[config.mk]
export PLATFORM = sky130hd
export DESIGN_NAME = encoder_multiturn_distance_tracker
export DESIGN_NICKNAME = d
export VERILOG_FILES = /design/src/hw/rtl/emdt_pkg.sv /design/src/hw/rtl/encoder_multiturn_distance_tracker.sv
export SDC_FILE = /design/constraint.sdc
export NUM_CORES = 2
export LEC_CHECK = 0
export BUFFER_PORTS_ARGS = -buffer_cell sky130_fd_sc_hd__buf_2
export CAP_MARGIN = 20
export CORE_ASPECT_RATIO = 1.1
export CORE_MARGIN = 2
export CORE_UTILIZATION = 41
export CTS_CLUSTER_SIZE = 16
export DETAILED_ROUTE_END_ITERATION = 6
export HOLD_SLACK_MARGIN = 0.1
export PLACE_DENSITY = 0.63
export SLEW_MARGIN = 15
export SYNTH_ARGS = -nofsm -noshare
export SYNTH_HDL_FRONTEND = slang
export SYNTH_SLANG_ARGS = --single-unit
[constraint.sdc]
create_clock -name clk_i -period 23 [get_ports clk_i]
set_input_delay 4.6 -clock clk_i [delete_from_list [all_inputs] [get_ports clk_i]]
set_output_delay 4.6 -clock clk_i [all_outputs]
set_load 0.03 [all_outputs]
[src/hw/rtl/emdt_pkg.sv]
// Shared types and constants for the multi-turn encoder distance tracker.
`timescale 1ns / 1ps
`default_nettype none

package emdt_pkg;

  localparam int unsigned AngleW = 12;
  localparam int unsigned CountW = 32;
  localparam int unsigned CircW  = 20;
  localparam int unsigned AddrW  = 3;

  // One full turn of the sensor, as counted by the unwrap logic.
  localparam logic [12:0] TurnCounts = 13'd4095;
  // Steps of this magnitude or more are taken as a wrap through zero.
  localparam logic [12:0] WrapLimit  = 13'd2275;
  // Totals above this value clear both totals.
  localparam logic [31:0] ClearLimit = 32'h0FFF_FFFF;
  // count * circumference at or above this makes the length exceed ClearLimit.
  localparam logic [47:0] LengthClearProd = 48'h00FF_F000_0000;

  // Word index of the circumference register on the APB port.
  localparam logic RegIdxCircumference = 1'b0;

  typedef enum logic [1:0] {
    ActSample  = 2'd0,
    ActClear   = 2'd1,
    ActStop    = 2'd2,
    ActRestart = 2'd3
  } action_e;

  typedef enum logic {
    StatusOk      = 1'b0,
    StatusStopped = 1'b1
  } status_e;

endpackage

`default_nettype wire

[src/hw/rtl/encoder_multiturn_distance_tracker.sv]
// Top level: angle unwrap, running totals and travelled-length pipeline.
// Each accepted input word passes through the p1, p2, p3 and output registers.
// Throughput: one word per cycle while the output is not stalled; the state update (one add,
//   one 28x20 multiply and a compare) completes in the cycle the word is accepted.
// The length (count * circumference / 4095) follows in three more registered stages.
// Reset: asynchronous, active low; totals and circumference clear, tracking is on,
//   no reference angle is held, and the pipeline is emptied.
`timescale 1ns / 1ps
`default_nettype none

module encoder_multiturn_distance_tracker
  import emdt_pkg::*;
(
  input  wire logic              clk_i,
  input  wire logic              rst_ni,
  // Input stream
  input  wire logic              s_axis_tvalid,
  output logic                   s_axis_tready,
  input  wire logic [15:0]       s_axis_tdata,   // [11:0] shaft_angle, [15:12] zero
  input  wire logic [1:0]        s_axis_tuser,   // [1:0] action
  // Output stream
  output logic                   m_axis_tvalid,
  input  wire logic              m_axis_tready,
  output logic [63:0]            m_axis_tdata,   // [31:0] angle_total, [63:32] length_total
  output logic                   m_axis_tuser,   // [0] status
  // APB configuration port
  input  wire logic              psel,
  input  wire logic              penable,
  input  wire logic              pwrite,
  input  wire logic [AddrW-1:0]  paddr,
  input  wire logic [31:0]       pwdata,
  output logic [31:0]            prdata,
  output logic                   pready
);

  // ---------------------------------------------------------------------------
  // Handshake and stage control
  // ---------------------------------------------------------------------------
  logic p1_valid_q, p2_valid_q, p3_valid_q, out_valid_q;
  logic p1_ready, p2_ready, p3_ready, out_ready;
  logic in_fire;

  assign out_ready = !out_valid_q || m_axis_tready;
  assign p3_ready  = !p3_valid_q || out_ready;
  assign p2_ready  = !p2_valid_q || p3_ready;
  assign p1_ready  = !p1_valid_q || p2_ready;

  assign s_axis_tready = p1_ready;
  assign in_fire       = s_axis_tvalid && p1_ready;

  // ---------------------------------------------------------------------------
  // Configuration
  // ---------------------------------------------------------------------------
  logic [CircW-1:0] circ_q, circ_d;
  logic             cfg_write;

  assign pready    = 1'b1;
  assign cfg_write = psel && penable && pwrite && (paddr[2] == RegIdxCircumference);
  assign circ_d    = cfg_write ? pwdata[CircW-1:0] : circ_q;

  always_comb begin
    if (paddr[2] == RegIdxCircumference) begin
      prdata = {{(32 - CircW){1'b0}}, circ_q};
    end else begin
      prdata = '0;
    end
  end

  // ---------------------------------------------------------------------------
  // Tracking state update
  // ---------------------------------------------------------------------------
  action_e            in_action;
  logic [AngleW-1:0]  in_angle;

  logic               have_ref_q, have_ref_d;
  logic               tracking_q, tracking_d;
  logic [AngleW-1:0]  prev_angle_q, prev_angle_d;
  logic [CountW-1:0]  count_q, count_d;
  logic               status_d;

  logic signed [12:0] diff;
  logic [12:0]        mag;
  logic signed [12:0] delta;
  logic [CountW-1:0]  count_sum;
  logic [47:0]        clear_prod;
  logic               clear_hit;

  assign in_action = action_e'(s_axis_tuser);
  assign in_angle  = s_axis_tdata[AngleW-1:0];

  always_comb begin
    diff = $signed({1'b0, in_angle}) - $signed({1'b0, prev_angle_q});
    mag  = diff[12] ? 13'(-diff) : diff;
    if (mag < WrapLimit) begin
      delta = diff;
    end else if (diff[12]) begin
      delta = diff + $signed(TurnCounts);
    end else begin
      delta = diff - $signed(TurnCounts);
    end
    count_sum  = count_q + {{(CountW - 13){delta[12]}}, delta};
    // Only a non-negative count not above the limit reaches the length test.
    clear_prod = count_sum[27:0] * circ_q;
    clear_hit  = !count_sum[31] &&
                 ((count_sum[30:28] != 3'd0) || (clear_prod >= LengthClearProd));
  end

  always_comb begin
    have_ref_d   = have_ref_q;
    tracking_d   = tracking_q;
    prev_angle_d = prev_angle_q;
    count_d      = count_q;
    status_d     = StatusOk;
    if (cfg_write) begin
      count_d = '0;
    end else if (in_fire) begin
      case (in_action)
        ActClear: begin
          count_d = '0;
        end
        ActStop: begin
          tracking_d = 1'b0;
        end
        ActRestart: begin
          have_ref_d = 1'b0;
          tracking_d = 1'b1;
        end
        ActSample: begin
          if (!tracking_q) begin
            status_d = StatusStopped;
          end else if (!have_ref_q) begin
            have_ref_d   = 1'b1;
            prev_angle_d = in_angle;
            count_d      = '0;
          end else begin
            prev_angle_d = in_angle;
            count_d      = clear_hit ? '0 : count_sum;
          end
        end
        default: begin
          count_d = count_q;
        end
      endcase
    end
  end

  always_ff @(posedge clk_i or negedge rst_ni) begin
    if (!rst_ni) begin
      circ_q       <= '0;
      have_ref_q   <= 1'b0;
      tracking_q   <= 1'b1;
      prev_angle_q <= '0;
      count_q      <= '0;
    end else begin
      circ_q       <= circ_d;
      have_ref_q   <= have_ref_d;
      tracking_q   <= tracking_d;
      prev_angle_q <= prev_angle_d;
      count_q      <= count_d;
    end
  end

  // ---------------------------------------------------------------------------
  // Length pipeline: |count| * circumference, then exact divide by 4095
  // ---------------------------------------------------------------------------
  logic              p1_status_q;
  logic [CountW-1:0] p1_count_q;

  logic              p2_status_q;
  logic [CountW-1:0] p2_count_q;
  logic              p2_neg_q;
  logic [51:0]       p2_prod_q;
  logic [CountW-1:0] p1_abs;

  logic              p3_status_q;
  logic [CountW-1:0] p3_count_q;
  logic              p3_neg_q;
  logic [39:0]       p3_exact_q;
  logic [14:0]       digit_sum;
  logic [12:0]       fold1;
  logic [11:0]       fold2;
  logic [11:0]       rem;

  logic              out_status_q;
  logic [CountW-1:0] out_count_q;
  logic [31:0]       out_length_q;
  logic [39:0]       quot;
  logic [31:0]       length_d;

  assign p1_abs = p1_count_q[31] ? (~p1_count_q + 32'd1) : p1_count_q;

  // Since 4096 = 1 mod 4095, the remainder is the sum of the base-4096 digits.
  always_comb begin
    digit_sum = 15'(p2_prod_q[11:0]) + 15'(p2_prod_q[23:12]) + 15'(p2_prod_q[35:24])
              + 15'(p2_prod_q[47:36]) + 15'(p2_prod_q[51:48]);
    fold1     = 13'(digit_sum[11:0]) + 13'(digit_sum[14:12]);
    fold2     = fold1[11:0] + 12'(fold1[12]);
    rem       = (fold2 >= TurnCounts[11:0]) ? (fold2 - TurnCounts[11:0]) : fold2;
  end

  // The inverse of 4095 modulo 2^40 is -(1 + 2^12 + 2^24 + 2^36), which divides
  // an exact multiple of 4095 without any rounding.
  always_comb begin
    quot = 40'd0 - (p3_exact_q + (p3_exact_q << 12) + (p3_exact_q << 24)
                    + (p3_exact_q << 36));
    if (!p3_neg_q) begin
      length_d = (quot > 40'h00_7FFF_FFFF) ? 32'h7FFF_FFFF : quot[31:0];
    end else begin
      length_d = (quot > 40'h00_8000_0000) ? 32'h8000_0000 : (32'd0 - quot[31:0]);
    end
  end

  always_ff @(posedge clk_i or negedge rst_ni) begin
    if (!rst_ni) begin
      p1_valid_q  <= 1'b0;
      p2_valid_q  <= 1'b0;
      p3_valid_q  <= 1'b0;
      out_valid_q <= 1'b0;
    end else begin
      if (p1_ready) begin
        p1_valid_q <= s_axis_tvalid;
      end
      if (p2_ready) begin
        p2_valid_q <= p1_valid_q;
      end
      if (p3_ready) begin
        p3_valid_q <= p2_valid_q;
      end
      if (out_ready) begin
        out_valid_q <= p3_valid_q;
      end
    end
  end

  always_ff @(posedge clk_i) begin
    if (in_fire) begin
      p1_status_q <= status_d;
      p1_count_q  <= count_d;
    end
    if (p1_valid_q && p2_ready) begin
      p2_status_q <= p1_status_q;
      p2_count_q  <= p1_count_q;
      p2_neg_q    <= p1_count_q[31];
      p2_prod_q   <= p1_abs * circ_q;
    end
    if (p2_valid_q && p3_ready) begin
      p3_status_q <= p2_status_q;
      p3_count_q  <= p2_count_q;
      p3_neg_q    <= p2_neg_q;
      p3_exact_q  <= p2_prod_q[39:0] - 40'(rem);
    end
    if (p3_valid_q && out_ready) begin
      out_status_q <= p3_status_q;
      out_count_q  <= p3_count_q;
      out_length_q <= length_d;
    end
  end

  assign m_axis_tvalid = out_valid_q;
  assign m_axis_tdata  = {out_length_q, out_count_q};
  assign m_axis_tuser  = out_status_q;

  // ---------------------------------------------------------------------------
  // Assertions
  // ---------------------------------------------------------------------------
  a_clear_zeroes_count: assert property (@(posedge clk_i) disable iff (!rst_ni)
    (in_fire && in_action == ActClear) |=> (p1_count_q == '0))
    else $error("clear action did not zero the count");

  a_stopped_sample_flag: assert property (@(posedge clk_i) disable iff (!rst_ni)
    (in_fire && in_action == ActSample && !tracking_q) |=>
      (p1_status_q == StatusStopped && !tracking_q && $stable(count_q)))
    else $error("sample while stopped changed state or missed its flag");

  a_count_below_limit: assert property (@(posedge clk_i) disable iff (!rst_ni)
    m_axis_tvalid |-> !(!m_axis_tdata[31] && (m_axis_tdata[31:0] > ClearLimit)))
    else $error("reported count above the clear limit");

  a_empty_output_ready: assert property (@(posedge clk_i) disable iff (!rst_ni)
    !out_valid_q |-> s_axis_tready)
    else $error("input stalled while the output stage is empty");

endmodule

`default_nettype wire
==> run summary <==
Maximum count of clock buffers along a single path -> 3
Total GRT Usage -> 0.219
Critical Path End -> p1_count_q[18]$_DFFE_PP_
Maximum number of pins on one net before global-route repair -> 74
Top library cells by usage in the layout, fill and taps aside -> 1176 x inv_1, 1049 x fa_1, 897 x nand2_1, 500 x ha_1, 498 x and2_1
Die span in x -> 368 um
Worst-path maximum fanout -> 26
Wire length per cell -> 19.2 um
CTS Root Buffer Type -> clkbuf_16
Placed cell count -> 8256
Reg2Reg Capture Point -> p1_count_q[18]$_DFFE_PP_
Number of synthesized flops with an enable pin -> 256
Highest achievable clock rate -> 50.1 MHz
Critical path origin -> s_axis_tdata[0]
Most common cell on crit path -> fa_1
Fin crit share -> 0.868
Placement-stage cell area -> 62800 um2
Multiplexer share of the synthesized area -> 0.00679
Number of input and output port buffers inserted -> 128
Slack of the worst reg-to-reg path -> 6.76 ns
Data required, critical path -> 23.28 ns
Vias after detailed routing -> 44184
Mapped cell area -> 59900 um2
Library cell contributing the largest single delay on the critical path -> xor2_1
Max-slew headroom at the worst pin -> 0.279
Synth Area in Adders -> 0.455
Clk sink count -> 326
Final-stage net count -> 7971
Slew @ Worst Pin -> 1.08 ns
Number of optimization iterations in the first detailed-route pass -> 5
Commonest register cell after synthesis -> edfxtp_1
Unrepaired setup endpoints after global routing -> false
Last weighted congestion value of the routability-driven placer -> 0.916
Beginning of the worst register-to-register path -> prev_angle_q[0]$_DFFE_PN0P_
Final Hold Fails -> 0
Multi-input combinational cell area -> 45300 um2
Main combinational cell family by area after synthesis -> adder cells
Status -> complete, no violations
Register area share after synthesis -> 0.158
Global-route wire length before repair -> 259000 um
Post-CTS clock slew at the launch and capture registers of the worst setup and hold paths -> 0.06 ns
Initial cell density of the core -> 0.412
Reg2reg path depth -> 52
Post-synthesis async set-or-reset flop share -> 0.215
Area grow syn2layout -> 7.10%
Die span in y -> 405 um
Worst-skew pair later-pin latency -> 0.67 ns
Fin Clk Skew -> 0.114 ns
Number of fill cells -> 13926
Fin. max-slew vios -> 0
Final instance area -> 64200 um2
Quantity of gates resized following cts -> 0
Post-synthesis share of cell area spent on xor and xnor gates -> 0.0334
Number of top-level pins -> 160
Maximum capacitance violations -> 0
Maximum cell stage delay along the critical path -> 0.70 ns
Count of hold-fix buffers inserted at cts -> 0
Final routed wirelength across all metal layers -> 160000 um
Via count of the first global-routing pass -> 47208
Class of the worst hold path -> reg2reg
Floorplan row count -> 147
Number of antenna violations at the first check in global routing -> 3
Flop and latch count out of synthesis -> 326
Number of failing setup endpoints in the final timing report -> 0
Area fraction in compound gates after synthesis -> 0.0877
Detailed Route Iter0 Violations -> 2151
Fraction of final layout cells sized beyond drive strength 1 -> 0.0659
Most common cell after layout, fill and taps aside -> inv_1
Dpl hpwl -> 122000 um
H-tree depth -> 2
Die area -> 149000 um2
Final worst path period need -> 19.96 ns
Number of cells in the finished layout apart from fillers -> 8330
Via-per-instance ratio -> 5.30
Syn Area/Cell -> 9.30 um2
Warnings from Yosys -> 0
Critical path start-end classification -> in2reg
Instance count of the mapped netlist -> 6444
FF/Latch Area -> 9470 um2
Startpoint type of the worst setup path -> input pin
Share of synthesized cell area in and, or, nand and nor gates -> 0.163
Total grt overflow -> 0
Nature of the critical path endpoint -> register
Data arrival, critical path -> 20.24 ns
Final total negative setup slack -> 0 ns
Area of the placeable core -> 145000 um2
Unique cell type count in the Yosys netlist -> 95
Post-route DRC violation count -> 0
Clock tree from TritonCTS -> yes
Post-CTS setup-driven buffer insertion count -> 0
Final antenna-violating net count -> 0
Number of buffers inserted during clock tree synthesis -> 40
-- per-layer routing --
layer	vias up	track usage	wire length, um
met1	22706	0.262	63200
met5	-	0	0
met3	309	0.0219	6390
li1	20110	-	-
met4	0	0.0825	6460
met2	1059	0.403	83900
-- flip-flops by register name (all words and copies together) (netlist names), 32 cells and up --
register	cells
count_q	32
p2_count_q	32
out_length_q	32
p3_count_q	32
p2_prod_q	52
p1_count_q	32
p3_exact_q	40
out_count_q	32
-- worst max-delay path, delay by kind of cell --
family	cells	cell delay [ns]
xor+xnor	1	0.70
compound gates	22	6.31
simple gates	11	2.22
fa+ha+maj	12	5.36
buf+inv	8	0.97
-- worst min path at each step --
stage	slack [ns]	from	to	cells after the start
final	0.41	p2_count_q[23]$_DFFE_PP_	p3_count_q[23]$_DFFE_PP_	0
after global routing	0.41	p3_count_q[11]$_DFFE_PP_	out_count_q[11]$_DFFE_PP_	0
after CTS	0.40	p3_count_q[12]$_DFFE_PP_	out_count_q[12]$_DFFE_PP_	0
after detailed placement	0.40	p3_count_q[26]$_DFFE_PP_	out_count_q[26]$_DFFE_PP_	0
after global placement	0.40	p2_count_q[3]$_DFFE_PP_	p3_count_q[3]$_DFFE_PP_	0
after floorplan	0.40	p3_status_q$_DFFE_PP_	m_axis_tuser$_DFFE_PP_	0
-- logic make-up after synthesis --
group                    count (synthesis)
buffers and inverters                 1521
AND/OR/NAND/NOR                       1981
flip-flops                             326
multiplexers                            37
AO/OA/AOI/OAI                          803
XOR/XNOR                               225
adder cells (fa/ha/maj)               1549
other                                    2
-- stage by stage --
step                       util  setup slack, ns  hold slack (ns)
final                     0.441             3.04            0.411
after CTS                 0.441             3.15            0.402
after global routing      0.441             2.06            0.408
after floorplan               -             4.88            0.400
after global placement    0.432             2.69            0.404
after detailed placement  0.432             2.56            0.405
-- synthesized netlist by cell type (8+ instances only) --
cell | count | area share
ha_1 | 500 | 0.10
o41ai_1 | 9 | 0.0013
or3_1 | 37 | 0.0039
a21oi_1 | 199 | 0.017
o21ai_0 | 193 | 0.016
nand2_1 | 897 | 0.056
a211oi_1 | 27 | 0.0034
o21bai_1 | 18 | 0.0023
o21a_1 | 29 | 0.0036
nand4_1 | 26 | 0.0027
edfxtp_1 | 256 | 0.13
a21o_1 | 86 | 0.011
or4_1 | 10 | 0.0013
dfrtp_1 | 69 | 0.029
xor2_1 | 62 | 0.0091
a21boi_0 | 8 | 0.0010
mux2i_1 | 8 | 0.0013
nand2b_1 | 54 | 0.0056
o31ai_1 | 22 | 0.0028
and2_1 | 501 | 0.052
a31oi_1 | 23 | 0.0024
nor4_1 | 25 | 0.0026
nand3_1 | 51 | 0.0043
or2_2 | 22 | 0.0023
a211o_1 | 11 | 0.0016
and3_1 | 21 | 0.0022
clkbuf_1 | 327 | 0.020
nor3_1 | 58 | 0.0048
inv_1 | 1176 | 0.074
nor2_1 | 163 | 0.010
fa_1 | 1049 | 0.35
mux2_2 | 29 | 0.0055
nand3b_1 | 12 | 0.0015
xnor2_1 | 161 | 0.024
nor2b_1 | 59 | 0.0062
buf_4 | 14 | 0.0018
a311oi_1 | 21 | 0.0031
o211ai_1 | 32 | 0.0040
a32oi_1 | 28 | 0.0041
a2111oi_0 | 9 | 0.0013
-- cell type report --
| class | count | share of cell area |
|---|---|---|
| Sequential cell | 326 | 0.148 |
| Clock buffer | 50 | 0.0165 |
| Clock inverter | 22 | 0.00402 |
| Tap cell | 1937 | 0.0378 |
| Multi-Input combinational cell | 4608 | 0.705 |
| Timing Repair Buffer | 210 | 0.0198 |
| Antenna cell | 1 | 0.0000390 |
| Inverter | 1176 | 0.0688 |
Power is left out: the tool's default activity adds up to more than one toggle a clock period on the data nets, which glitch-free logic cannot reach.
